--- src/rtl/qoid_pkg.sv ---
`timescale 1ns / 1ps

package qoid_pkg;

  typedef struct packed {
    logic [7:0] r;
    logic [7:0] g;
    logic [7:0] b;
    logic [7:0] a;
  } pixel_t;

  typedef enum logic [1:0] {
    PEND_NONE,
    PEND_RGB,
    PEND_RGBA,
    PEND_LUMA
  } pend_kind_t;

  // outcome of decoding one byte against the current state
  typedef struct packed {
    pixel_t     pixel;
    pend_kind_t kind;
    logic [2:0] left;
    logic [5:0] luma_g;
    logic       done;
    logic       run;
    logic [5:0] run_len;
  } step_t;

  localparam logic [7:0] OP_RGB  = 8'hfe;
  localparam logic [7:0] OP_RGBA = 8'hff;

  localparam logic [1:0] TAG_INDEX = 2'b00;
  localparam logic [1:0] TAG_DIFF  = 2'b01;
  localparam logic [1:0] TAG_LUMA  = 2'b10;
  localparam logic [1:0] TAG_RUN   = 2'b11;

  localparam logic [2:0] RGB_BYTES  = 3'd3;
  localparam logic [2:0] RGBA_BYTES = 3'd4;

  localparam logic [7:0] DIFF_BIAS    = 8'd2;
  localparam logic [7:0] LUMA_G_BIAS  = 8'd32;
  localparam logic [7:0] LUMA_RB_BIAS = 8'd8;

  localparam logic [2:0] CHANNELS_RGBA = 3'd4;

  localparam logic [1:0] REG_PIXEL_TOTAL  = 2'd0;
  localparam logic [1:0] REG_OUT_CHANNELS = 2'd1;

  localparam pixel_t PIXEL_RESET = '{r: 8'd0, g: 8'd0, b: 8'd0, a: 8'd255};

  function automatic logic [12:0] pixel_hash(pixel_t p);
    return {5'b0, p.r} * 13'd3 + {5'b0, p.g} * 13'd5 +
           {5'b0, p.b} * 13'd7 + {5'b0, p.a} * 13'd11;
  endfunction

endpackage

--- src/rtl/qoid_ram.sv ---
`timescale 1ns / 1ps

module qoid_ram #(
  parameter int WIDTH = 32,
  parameter int DEPTH = 64
) (
  input  logic                     clk,
  input  logic                     we,
  input  logic [$clog2(DEPTH)-1:0] waddr,
  input  logic [WIDTH-1:0]         wdata,
  input  logic                     re,
  input  logic [$clog2(DEPTH)-1:0] raddr,
  output logic [WIDTH-1:0]         rdata
);

  logic [WIDTH-1:0] mem [DEPTH];

  always_ff @(posedge clk) begin
    if (we) begin
      mem[waddr] <= wdata;
    end
    if (re) begin
      rdata <= mem[raddr];
    end
  end

endmodule

--- src/rtl/qoid_index.sv ---
`timescale 1ns / 1ps

module qoid_index import qoid_pkg::*; #(
  parameter int ENTRIES = 64
) (
  input  logic                       clk,
  input  logic                       rst_n,
  input  logic                       rd_en,
  input  logic [$clog2(ENTRIES)-1:0] rd_addr,
  input  logic                       wr_en,
  input  logic [$clog2(ENTRIES)-1:0] wr_addr,
  input  pixel_t                     wr_data,
  output pixel_t                     rd_data
);

  localparam int AW = $clog2(ENTRIES);

  logic [ENTRIES-1:0] vld_r;
  logic [AW-1:0]      rd_addr_r;
  logic               fwd_r;
  pixel_t             fwd_data_r;
  logic [31:0]        ram_q;

  qoid_ram #(.WIDTH(32), .DEPTH(ENTRIES)) u_ram (
    .clk   (clk),
    .we    (wr_en),
    .waddr (wr_addr),
    .wdata (wr_data),
    .re    (rd_en),
    .raddr (rd_addr),
    .rdata (ram_q)
  );

  // entries never written read as zero; a write in the read cycle is forwarded
  always_ff @(posedge clk) begin
    if (!rst_n) begin
      vld_r <= '0;
      fwd_r <= 1'b0;
    end else begin
      if (wr_en) begin
        vld_r[wr_addr] <= 1'b1;
      end
      if (rd_en) begin
        fwd_r <= wr_en && (wr_addr == rd_addr);
      end
    end
    if (rd_en) begin
      rd_addr_r  <= rd_addr;
      fwd_data_r <= wr_data;
    end
  end

  always_comb begin
    if (fwd_r) begin
      rd_data = fwd_data_r;
    end else if (vld_r[rd_addr_r]) begin
      rd_data = pixel_t'(ram_q);
    end else begin
      rd_data = '0;
    end
  end

endmodule

--- src/rtl/qoid_step.sv ---
`timescale 1ns / 1ps

module qoid_step import qoid_pkg::*; (
  input  logic [7:0] chunk_byte,
  input  pixel_t     cur,
  input  pend_kind_t kind,
  input  logic [2:0] left,
  input  logic [5:0] luma_g,
  input  pixel_t     idx_pixel,
  output step_t      step
);

  logic [7:0] vg;
  logic [2:0] total;
  logic [2:0] pos;
  logic [2:0] left_dec;

  always_comb begin
    vg       = {2'b0, luma_g} - LUMA_G_BIAS;
    total    = (kind == PEND_RGB) ? RGB_BYTES : RGBA_BYTES;
    pos      = total - left;
    left_dec = left - 3'd1;

    step.pixel   = cur;
    step.kind    = kind;
    step.left    = left;
    step.luma_g  = luma_g;
    step.done    = 1'b0;
    step.run     = 1'b0;
    step.run_len = chunk_byte[5:0];

    case (kind)
      PEND_LUMA: begin
        step.pixel.r = cur.r + vg - LUMA_RB_BIAS + {4'b0, chunk_byte[7:4]};
        step.pixel.g = cur.g + vg;
        step.pixel.b = cur.b + vg - LUMA_RB_BIAS + {4'b0, chunk_byte[3:0]};
        step.kind    = PEND_NONE;
        step.left    = 3'd0;
        step.done    = 1'b1;
      end
      PEND_RGB, PEND_RGBA: begin
        case (pos[1:0])
          2'd0:    step.pixel.r = chunk_byte;
          2'd1:    step.pixel.g = chunk_byte;
          2'd2:    step.pixel.b = chunk_byte;
          default: step.pixel.a = chunk_byte;
        endcase
        step.left = left_dec;
        if (left_dec == 3'd0) begin
          step.kind = PEND_NONE;
          step.done = 1'b1;
        end
      end
      default: begin
        if (chunk_byte == OP_RGB) begin
          step.kind = PEND_RGB;
          step.left = RGB_BYTES;
        end else if (chunk_byte == OP_RGBA) begin
          step.kind = PEND_RGBA;
          step.left = RGBA_BYTES;
        end else begin
          case (chunk_byte[7:6])
            TAG_INDEX: begin
              step.pixel = idx_pixel;
              step.done  = 1'b1;
            end
            TAG_DIFF: begin
              step.pixel.r = cur.r + {6'b0, chunk_byte[5:4]} - DIFF_BIAS;
              step.pixel.g = cur.g + {6'b0, chunk_byte[3:2]} - DIFF_BIAS;
              step.pixel.b = cur.b + {6'b0, chunk_byte[1:0]} - DIFF_BIAS;
              step.done    = 1'b1;
            end
            TAG_LUMA: begin
              step.kind   = PEND_LUMA;
              step.left   = 3'd1;
              step.luma_g = chunk_byte[5:0];
            end
            default: begin
              step.done = 1'b1;
              step.run  = 1'b1;
            end
          endcase
        end
      end
    endcase
  end

endmodule

--- src/rtl/qoi_chunk_decoder.sv ---
`timescale 1ns / 1ps

// QOI chunk decoder: takes one chunk-stream byte per cycle and gives at most
// one decoded RGBA pixel per cycle when not stalled. A byte is registered on
// entry while the colour index RAM is read at its low six bits; it is then
// decoded against the current pixel and the result registered. Partial RGB,
// RGBA and LUMA bytes give no pixel. A run byte gives its length plus one
// pixels, one a cycle while out_stall is low, and holds the input stalled
// meanwhile; the one result register is the only other limit on rate. The
// index needs no clearing pass after reset: per-entry valid bits make
// unwritten entries read as zero. Once pixel_total pixels are out, further
// bytes are taken and dropped. Configuration is to be written only while the
// block is idle; the block does not enforce this.
module qoi_chunk_decoder import qoid_pkg::*; #(
  parameter int INDEX_ENTRIES = 64
) (
  input  logic        clk,
  input  logic        rst_n,
  input  logic        in_valid,
  output logic        in_stall,
  input  logic [7:0]  in_chunk_byte,
  output logic        out_valid,
  input  logic        out_stall,
  output logic [7:0]  out_red,
  output logic [7:0]  out_green,
  output logic [7:0]  out_blue,
  output logic [7:0]  out_alpha,
  output logic        out_store_alpha,
  output logic        out_image_last,
  output logic        out_item_last,
  input  logic        cfg_valid,
  output logic        cfg_ready,
  input  logic [1:0]  cfg_index,
  input  logic [28:0] cfg_data
);

  localparam int IW = $clog2(INDEX_ENTRIES);

  logic        byte_v_r;
  logic [7:0]  byte_r;
  pixel_t      cur_r;
  pend_kind_t  kind_r;
  logic [2:0]  left_r;
  logic [5:0]  luma_g_r;
  logic [28:0] done_r;
  logic [28:0] total_r;
  logic [2:0]  chans_r;
  logic [5:0]  run_left_r;
  logic [5:0]  run_left_nxt;
  logic        out_valid_r;
  pixel_t      out_pixel_r;
  logic        out_image_last_r;
  logic        out_item_last_r;

  pixel_t      idx_pixel;
  step_t       step;
  logic        in_accept;
  logic        out_free;
  logic        exe_fire;
  logic        complete;
  logic        chunk_emit;
  logic        run_emit;
  logic        emit;
  logic [29:0] done_inc;
  logic        img_last;
  logic        item_last;
  logic [12:0] hash;

  qoid_index #(.ENTRIES(INDEX_ENTRIES)) u_index (
    .clk     (clk),
    .rst_n   (rst_n),
    .rd_en   (in_accept),
    .rd_addr (in_chunk_byte[IW-1:0]),
    .wr_en   (chunk_emit),
    .wr_addr (hash[IW-1:0]),
    .wr_data (step.pixel),
    .rd_data (idx_pixel)
  );

  qoid_step u_step (
    .chunk_byte (byte_r),
    .cur        (cur_r),
    .kind       (kind_r),
    .left       (left_r),
    .luma_g     (luma_g_r),
    .idx_pixel  (idx_pixel),
    .step       (step)
  );

  assign out_free   = !out_valid_r || !out_stall;
  assign exe_fire   = byte_v_r && (run_left_r == 6'd0) && out_free;
  assign in_stall   = byte_v_r && !exe_fire;
  assign in_accept  = in_valid && !in_stall;
  assign complete   = done_r >= total_r;
  assign chunk_emit = exe_fire && !complete && step.done;
  assign run_emit   = (run_left_r != 6'd0) && out_free;
  assign emit       = chunk_emit || run_emit;
  assign done_inc   = {1'b0, done_r} + 30'd1;
  assign img_last   = done_inc == {1'b0, total_r};
  assign hash       = pixel_hash(step.pixel);
  assign cfg_ready  = 1'b1;

  always_comb begin
    run_left_nxt = run_left_r;
    item_last    = img_last;
    if (chunk_emit) begin
      item_last = img_last || !step.run || (step.run_len == 6'd0);
      if (step.run && !img_last) begin
        run_left_nxt = step.run_len;
      end
    end else if (run_emit) begin
      item_last    = img_last || (run_left_r == 6'd1);
      run_left_nxt = img_last ? 6'd0 : run_left_r - 6'd1;
    end
  end

  always_ff @(posedge clk) begin
    if (!rst_n) begin
      byte_v_r    <= 1'b0;
      cur_r       <= PIXEL_RESET;
      kind_r      <= PEND_NONE;
      left_r      <= 3'd0;
      luma_g_r    <= 6'd0;
      done_r      <= '0;
      total_r     <= 29'd1;
      chans_r     <= CHANNELS_RGBA;
      run_left_r  <= 6'd0;
      out_valid_r <= 1'b0;
    end else begin
      byte_v_r   <= in_accept || (byte_v_r && !exe_fire);
      run_left_r <= run_left_nxt;
      if (exe_fire && !complete) begin
        cur_r    <= step.pixel;
        kind_r   <= step.kind;
        left_r   <= step.left;
        luma_g_r <= step.luma_g;
      end
      if (emit) begin
        done_r <= done_inc[28:0];
      end
      if (emit) begin
        out_valid_r <= 1'b1;
      end else if (!out_stall) begin
        out_valid_r <= 1'b0;
      end
      if (cfg_valid) begin
        case (cfg_index)
          REG_PIXEL_TOTAL:  total_r <= cfg_data;
          REG_OUT_CHANNELS: chans_r <= cfg_data[2:0];
          default:          ;
        endcase
      end
    end
    if (in_accept) begin
      byte_r <= in_chunk_byte;
    end
    if (emit) begin
      out_pixel_r      <= chunk_emit ? step.pixel : cur_r;
      out_image_last_r <= img_last;
      out_item_last_r  <= item_last;
    end
  end

  assign out_valid       = out_valid_r;
  assign out_red         = out_pixel_r.r;
  assign out_green       = out_pixel_r.g;
  assign out_blue        = out_pixel_r.b;
  assign out_alpha       = out_pixel_r.a;
  assign out_store_alpha = chans_r == CHANNELS_RGBA;
  assign out_image_last  = out_image_last_r;
  assign out_item_last   = out_item_last_r;

endmodule

--- config.mk ---
export PLATFORM = sky130hd
export DESIGN_NAME = qoi_chunk_decoder
export DESIGN_NICKNAME = d
export VERILOG_FILES = /design/src/rtl/qoid_pkg.sv /design/src/rtl/qoid_ram.sv /design/src/rtl/qoid_index.sv /design/src/rtl/qoid_step.sv /design/src/rtl/qoi_chunk_decoder.sv
export SDC_FILE = /design/constraint.sdc
export NUM_CORES = 2
export LEC_CHECK = 0
export BUFFER_PORTS_ARGS = -buffer_cell sky130_fd_sc_hd__buf_4
export CORE_MARGIN = 4
export CORE_UTILIZATION = 35
export CTS_CLUSTER_DIAMETER = 80
export CTS_CLUSTER_SIZE = 28
export DETAILED_ROUTE_END_ITERATION = 10
export PLACE_DENSITY = 0.53
export RECOVER_POWER = 50
export SLEW_MARGIN = 40
export SYNTH_ARGS = -nofsm -noshare
export SYNTH_HDL_FRONTEND = slang
export SYNTH_SLANG_ARGS = --single-unit
--- constraint.sdc ---
create_clock -name clk -period 21.1 [get_ports clk]
set_input_delay 1.055 -clock clk [delete_from_list [all_inputs] [get_ports clk]]
set_output_delay 1.055 -clock clk [all_outputs]
set_load 0.01 [all_outputs]
After elaboration in Yosys (flattened, before gate mapping)

Memories as Yosys holds them, arrays and structs flattened. A register that Yosys moved wholly into a read port is not among the register bits.
Index checks and enable logic that the tools add are counted.

Register bits: 257
RAM bits: 2048
Input port bits: 44
Output and inout port bits: 38
Logic and storage cells: 160
Memories: 1

$add $sub $neg: 21
$mul: 4
Magnitude comparators: 4
Equal/unequal tests: 17
Muxes and demuxes: 40
Bitwise gates (word level): 4
Reduce and logical (&&, ||, !) cells: 42

Memory list:

| memory            | words | bits a word | rd ports | clocked after Yosys merged registers in | write ports | line           | text |
|---|---|---|---|---|---|---|---|
| u_index.u_ram.mem | 64    | 32          | 1        | 1                                       | 1           | qoid_ram.sv:16 | `logic [WIDTH-1:0] mem [DEPTH];` |

Operators with widths:

| operator              | count |
|---|---|
| $mux 32               | 5 |
| $pmux 24 s2           | 2 |
| $or 64x64->64         | 1 |
| $mux 8                | 5 |
| $add 29x1->30 const B | 1 |
| $eq 30x29->1          | 1 |
| $ge 29x29->1          | 1 |
| $add 8x2->8           | 3 |
| $add 8x8->8           | 3 |
| $mux 6                | 4 |
| $sub 8x2->8 const B   | 3 |
| $add 6x6->6           | 3 |
| $add 8x4->8           | 2 |
| $eq 8x8->1 const B    | 2 |
| $mul 8x3->6 const B   | 2 |
| $pmux 8 s2            | 1 |
| $sub 8x4->8 const B   | 2 |
| $lt 6x7->1 const B    | 2 |
| $logic_not 6->1       | 2 |
| $mux 1                | 12 |
| $mux 11               | 1 |
| $logic_and 1x1->1     | 10 |
| $mux 5                | 2 |
| $pmux 5 s2            | 1 |
| 30 further kinds      | 61 |

Longest topological paths before layout

Depth after elaboration: 17
Mapped depth: 35

Modules after synthesis

A second synthesis with hierarchy kept.

Cells, all modules: 5316
Area total of the unflattened synthesis: 96638.9 um^2

Modules (own cells, without submodules):

| module            | instances | cells each | area each (um^2) | sequential area each (um^2) |
|---|---|---|---|---|
| qoid_ram          | 1         | 3324       | 78835.6          | 62459.9 |
| qoi_chunk_decoder | 1         | 965        | 9061.2           | 3503.4 |
| qoid_index        | 1         | 484        | 4858.4           | 2442.3 |
| qoid_step         | 1         | 543        | 3883.7           | 0.0 |

Worst setup path after synthesis

No wires, ideal clock.

Path kind: register -> register
Start: reg byte_r[0]
End: mem u_index.u_ram.mem[23][0], enable pin
Library setup time: 0.501 ns
Arrival: 12.899 ns
Data required time: 20.599 ns
Setup slack: 7.700 ns
Cell stages (with the launch flop): 28
Buffers on the path: 4
Clock period less this slack: 13.400 ns
Path through: edfxtp_1 > buf_4 > mux4_2 > mux4_2 > nor4b_1 > a221o_1 > buf_2 > buf_1 > a221oi_1 > nor3_1 > ha_1 > inv_1 > fa_1 > fa_1 > fa_1 > fa_1 > inv_1 > ha_1 > a21oi_1 > xnor2_1 > xnor2_1 > nor4b_1 > a311oi_1 > xor2_1 > xnor2_2 > xnor2_4 > buf_2 > nor4_1

RTL lines:

| element                | line                     | text |
|---|---|---|
| from (decl)            | qoi_chunk_decoder.sv:40  | `logic [7:0] byte_r;` |
| from (signal assigned) | qoi_chunk_decoder.sv:155 | `byte_r <= in_chunk_byte;` |
| to (decl)              | qoid_ram.sv:16           |  |

==> results.txt <==
----------------------------------------------------
[Synthesis]
  Most used flip-flop cell after synthesis ... edfxtp_1
  Area fraction of the dominant cell type after synthesis ... 68.2%
  Average footprint of a synthesized cell ... 19.8 µm²
  Synthesized Nets ... 4992
  Top area cells in the synthesized netlist ... edfxtp_1 68%, mux4_2 16%, dfxtp_1 3.7%, ha_1 1.6%, nand2_1 0.83%
  Sequential share of the synthesized area ... 71.9%
  Cell taking the most area after synthesis ... edfxtp_1
  Register bit count reported by yosys ... 2331
  Library cell with the highest instance count after synthesis ... edfxtp_1
  Number of synthesized flops with an enable pin ... 2154
  Distinct cell type count of the synthesized netlist ... 73
  Top cells by instance count after synthesis ... 2154 x edfxtp_1, 682 x mux4_2, 211 x nand2_1
  Warnings from Yosys ... 0
  Share of synthesized flip-flops with an asynchronous set or reset ... 0%
  Post-Syn Instances ... 4793
  Total standard cell area after synthesis ... 0.0949 mm²

[STA]
  Hold Violations, Final ... 0
  Slew at the pin closest to its max-slew limit ... 4.60 ns
  Max-slew violation total from the final report ... 2767
  Post-route clock skew ... 0.0594 ns
  Final setup violation count ... 0
  Unrepaired setup endpoints after global routing ... no
  Share of the cycle needed by the critical path after routing ... 70.0%
  Shortest clock period the worst path allows after layout ... 14.77 ns
  Max frequency ... 67.7 MHz
  Total Neg Setup Slack ... 0 ns
  Headroom to the max-slew limit ... -207%
  Worst Hold Slack ... 0.418 ns
  Setup slack of the critical path after layout ... 6.33 ns

[CTS]
  Clock tree from TritonCTS ... done
  CTS Buffer Depth ... 3
  TritonCTS buffer count ... 120
  Buffer cell driving the clock tree root ... clkbuf_16
  # hold bufs at CTS ... 0
  CTS HTree Levels ... 3
  Count of buffers added by post-CTS timing repair for setup ... 0
  Clock Sink Count ... 2331
  Quantity of gates resized following cts ... 0
  Clock transition at the registers of the reported paths ... 0.10 ns
  Worst-Skew Late Latency ... 0.85 ns

[Floorplanning]
  I/O pin cnt ... 82
  Die W ... 529 µm
  Initial core utilization ... 35.3%
  Number of standard-cell rows in the floorplan ... 190
  Placeable core region ... 0.269 mm²
  Die Height ... 529 µm
  Die Area ... 0.279 mm²

[Setup path]
  Maximum fanout encountered on the critical timing path ... 52
  Type of the setup path with the least slack ... reg2reg
  Slowest cell delay on critical path ... 2.56 ns
  Crit path launch type ... flip-flop
  Kind of cell adding the most delay to the critical path ... buffers and inverters
  Crit path required time ... 21.60 ns
  Endpoint of the lowest-slack register-to-register path ... u_index.u_ram.mem[13][27]
  Length in cells of the worst reg-to-reg path ... 29
  Worst-path cell with the longest stage delay ... clkbuf_1
  Data arrival, critical path ... 15.27 ns
  CP bufs+invs ... 8
  Launching point of the worst reg2reg path ... byte_r[0]
  FF-to-FF setup slack ... 6.33 ns
  Capturing element type of the critical path ... flip-flop
  Cell repeated most along the worst path ... fa_1

[Power]
  Pwr per Cell Area ... 137 mW/mm²
  Worst IR Drop VDD ... 980 µV
  Final Power ... 14.3 mW
  Leakage power of the design ... 32.5 nW

[Global routing]
  Global-route congestion overflow total ... 0
  First-pass GRT wire length ... 365 mm
  Number of antenna violations at the first check in global routing ... 39
  Number of global-route vias before repair ... 47.2k
  Largest net degree at the start of global routing ... 122
  Global-route usage over all layers ... 18.2%

[Cells and area]
  Share of final-layout standard cells stronger than drive strength 1 ... 23.1%
  Area overhead of the layout relative to synthesis ... 10.5%
  Post-layout nets ... 5095
  Number of fill cells ... 24.0k

[Routing]
  Avg Vias per Cell ... 5.49
  First-iteration detailed-routing DRC count ... 5362
  Remaining number of nets flagged by the antenna check after routing ... 0
  Routed wire per std cell ... 30.1 µm
  Via Count ... 46.8k
  DR pass1 iterations ... 5
  Remaining routing DRC violations ... 0
  Post-detailed-routing wire length ... 257 mm

[Placement]
  Gpl congestion ... 0.839
  Worst slack at placement ... 10.28 ns
  Buffers on Ports ... 80
  HPWL after detailed placement ... 155 mm

[Min path]
  Min-Delay Path Depth ... 1
  Worst min path class ... in2reg
  Hold-critical path endpoint ... byte_r[6]
  Startpoint of the worst hold path ... in_chunk_byte[6]

[Status]
  Violations in the final reports ... capacitance limit, slew limit
  Status ... complete, but fails checks

[Run]
  # Max-Cap Violations ... 51

----------------------------------------------------
[worst register-to-register path: cells and delay by family (launching register included)]
kind / cells / cell delay [ns]
buf+inv: 8 / 6.67
compound gates: 5 / 2.34
fa+ha+maj: 5 / 2.32
xor+xnor: 5 / 1.17
simple gates: 4 / 0.74
mux: 2 / 0.73
flops: 1 / 0.42
[worst max path at each step]
stage,cells past startpoint,end,slack (ns),startpoint
final,29,u_index.u_ram.mem[13][27],6.33,byte_r[0]
after global placement,29,u_index.u_ram.mem[56][21],10.30,byte_r[4]
after floorplan,27,u_index.u_ram.mem[23][0],7.70,byte_r[0]
after global routing,33,u_index.u_ram.mem[13][27],5.38,byte_r[0]
after detailed placement,32,u_index.u_ram.mem[56][21],10.28,byte_r[0]
after CTS,32,u_index.u_ram.mem[56][22],10.20,byte_r[0]
[where the power goes]
| part | internal (mW) | switching [mW] | total (mW) | leakage (nW) |
|---|---|---|---|---|
| combinational | 1.28 | 4.48 | 5.76 | 9.60 |
| clock | 1.19 | 1.61 | 2.80 | 1.97 |
| sequential | 5.68 | 0.0957 | 5.78 | 21.0 |
[layout make-up]
class | count | area [µm²] | area share (%)
sequential | 2331 | 68200 | 65.1
multi-input combinational | 2039 | 25700 | 24.5
tap | 3552 | 4440 | 4.24
clock buffer | 123 | 3010 | 2.87
timing repair buffer | 253 | 1710 | 1.63
clock inverter | 79 | 1140 | 1.08
inverter | 151 | 569 | 0.543
antenna | 8 | 20.0 | 0.0191
[placed cells by master (no fill, tap or decap), types with 10 or more instances in the layout]
cell and n:
nor2b_1 10, nor2_1 123, inv_12 10, nand2_1 210, inv_1 148, or3_1 15
nor3_1 21, a21oi_1 104, xnor2_1 65, ha_1 117, clkbuf_16 120, dfxtp_1 177
o211ai_1 11, a221oi_1 40, o21a_1 12, xor2_1 58, mux4_2 682, clkbuf_1 98
a21o_1 26, nand2b_1 11, nor2_4 30, clkinvlp_4 11, a211oi_1 18, buf_6 10
fa_1 36, edfxtp_1 2154, nand3_1 34, nand4_1 18, a221o_1 10, buf_4 136
a32o_1 42, nor3_2 33, mux2i_1 44, o21ai_0 90
[per-stage QoR]
stage	utilization [%]	cell area, µm²	std cells
finish	39.0	105000	8536
global placement	37.5	101000	8310
floorplan	-	94900	4793
global route	39.0	105000	8529
detailed placement	37.7	101000	8321
CTS	39.2	105000	8523
[cells by family (layout without fill, tap and decap cells)]
family / count (synthesis) / in the layout / share of synthesized area [%]
AO/OA/AOI/OAI: 447 / 447 / 3.20
buffers and inverters: 423 / 606 / 1.72
other: 1 / 9 / 0.00395
flip-flops: 2331 / 2331 / 71.9
multiplexers: 735 / 735 / 16.8
XOR/XNOR: 130 / 130 / 1.30
AND/OR/NAND/NOR: 571 / 571 / 2.75
adder cells (fa/ha/maj): 155 / 155 / 2.34
[registers in the layout, indices dropped and copies added, names as in the netlist]
signal and flops:
out_item_last 1, kind_r 2, out_valid 1, out_image_last 1, u_index.u_ram.rdata 32, run_left_r 6, out_red 8, cur_r 32
u_index.u_ram.mem 2048, luma_g_r 6, left_r 3, u_index.fwd_r 1, out_blue 8, chans_r 3, u_index.vld_r 64, byte_v_r 1
out_green 8, total_r 29, done_r 29, byte_r 8, out_alpha 8, u_index.fwd_data_r 32
[layer usage]
metal,vias to the layer above,global-route usage [%],wire (µm)
met5,-,0,13
met4,2,4.54,6980
met3,241,2.93,16800
met2,1448,29.8,124000
met1,25400,25.5,110000
li1,19700,-,-
Note: power is estimated with default switching activity, not from simulation.
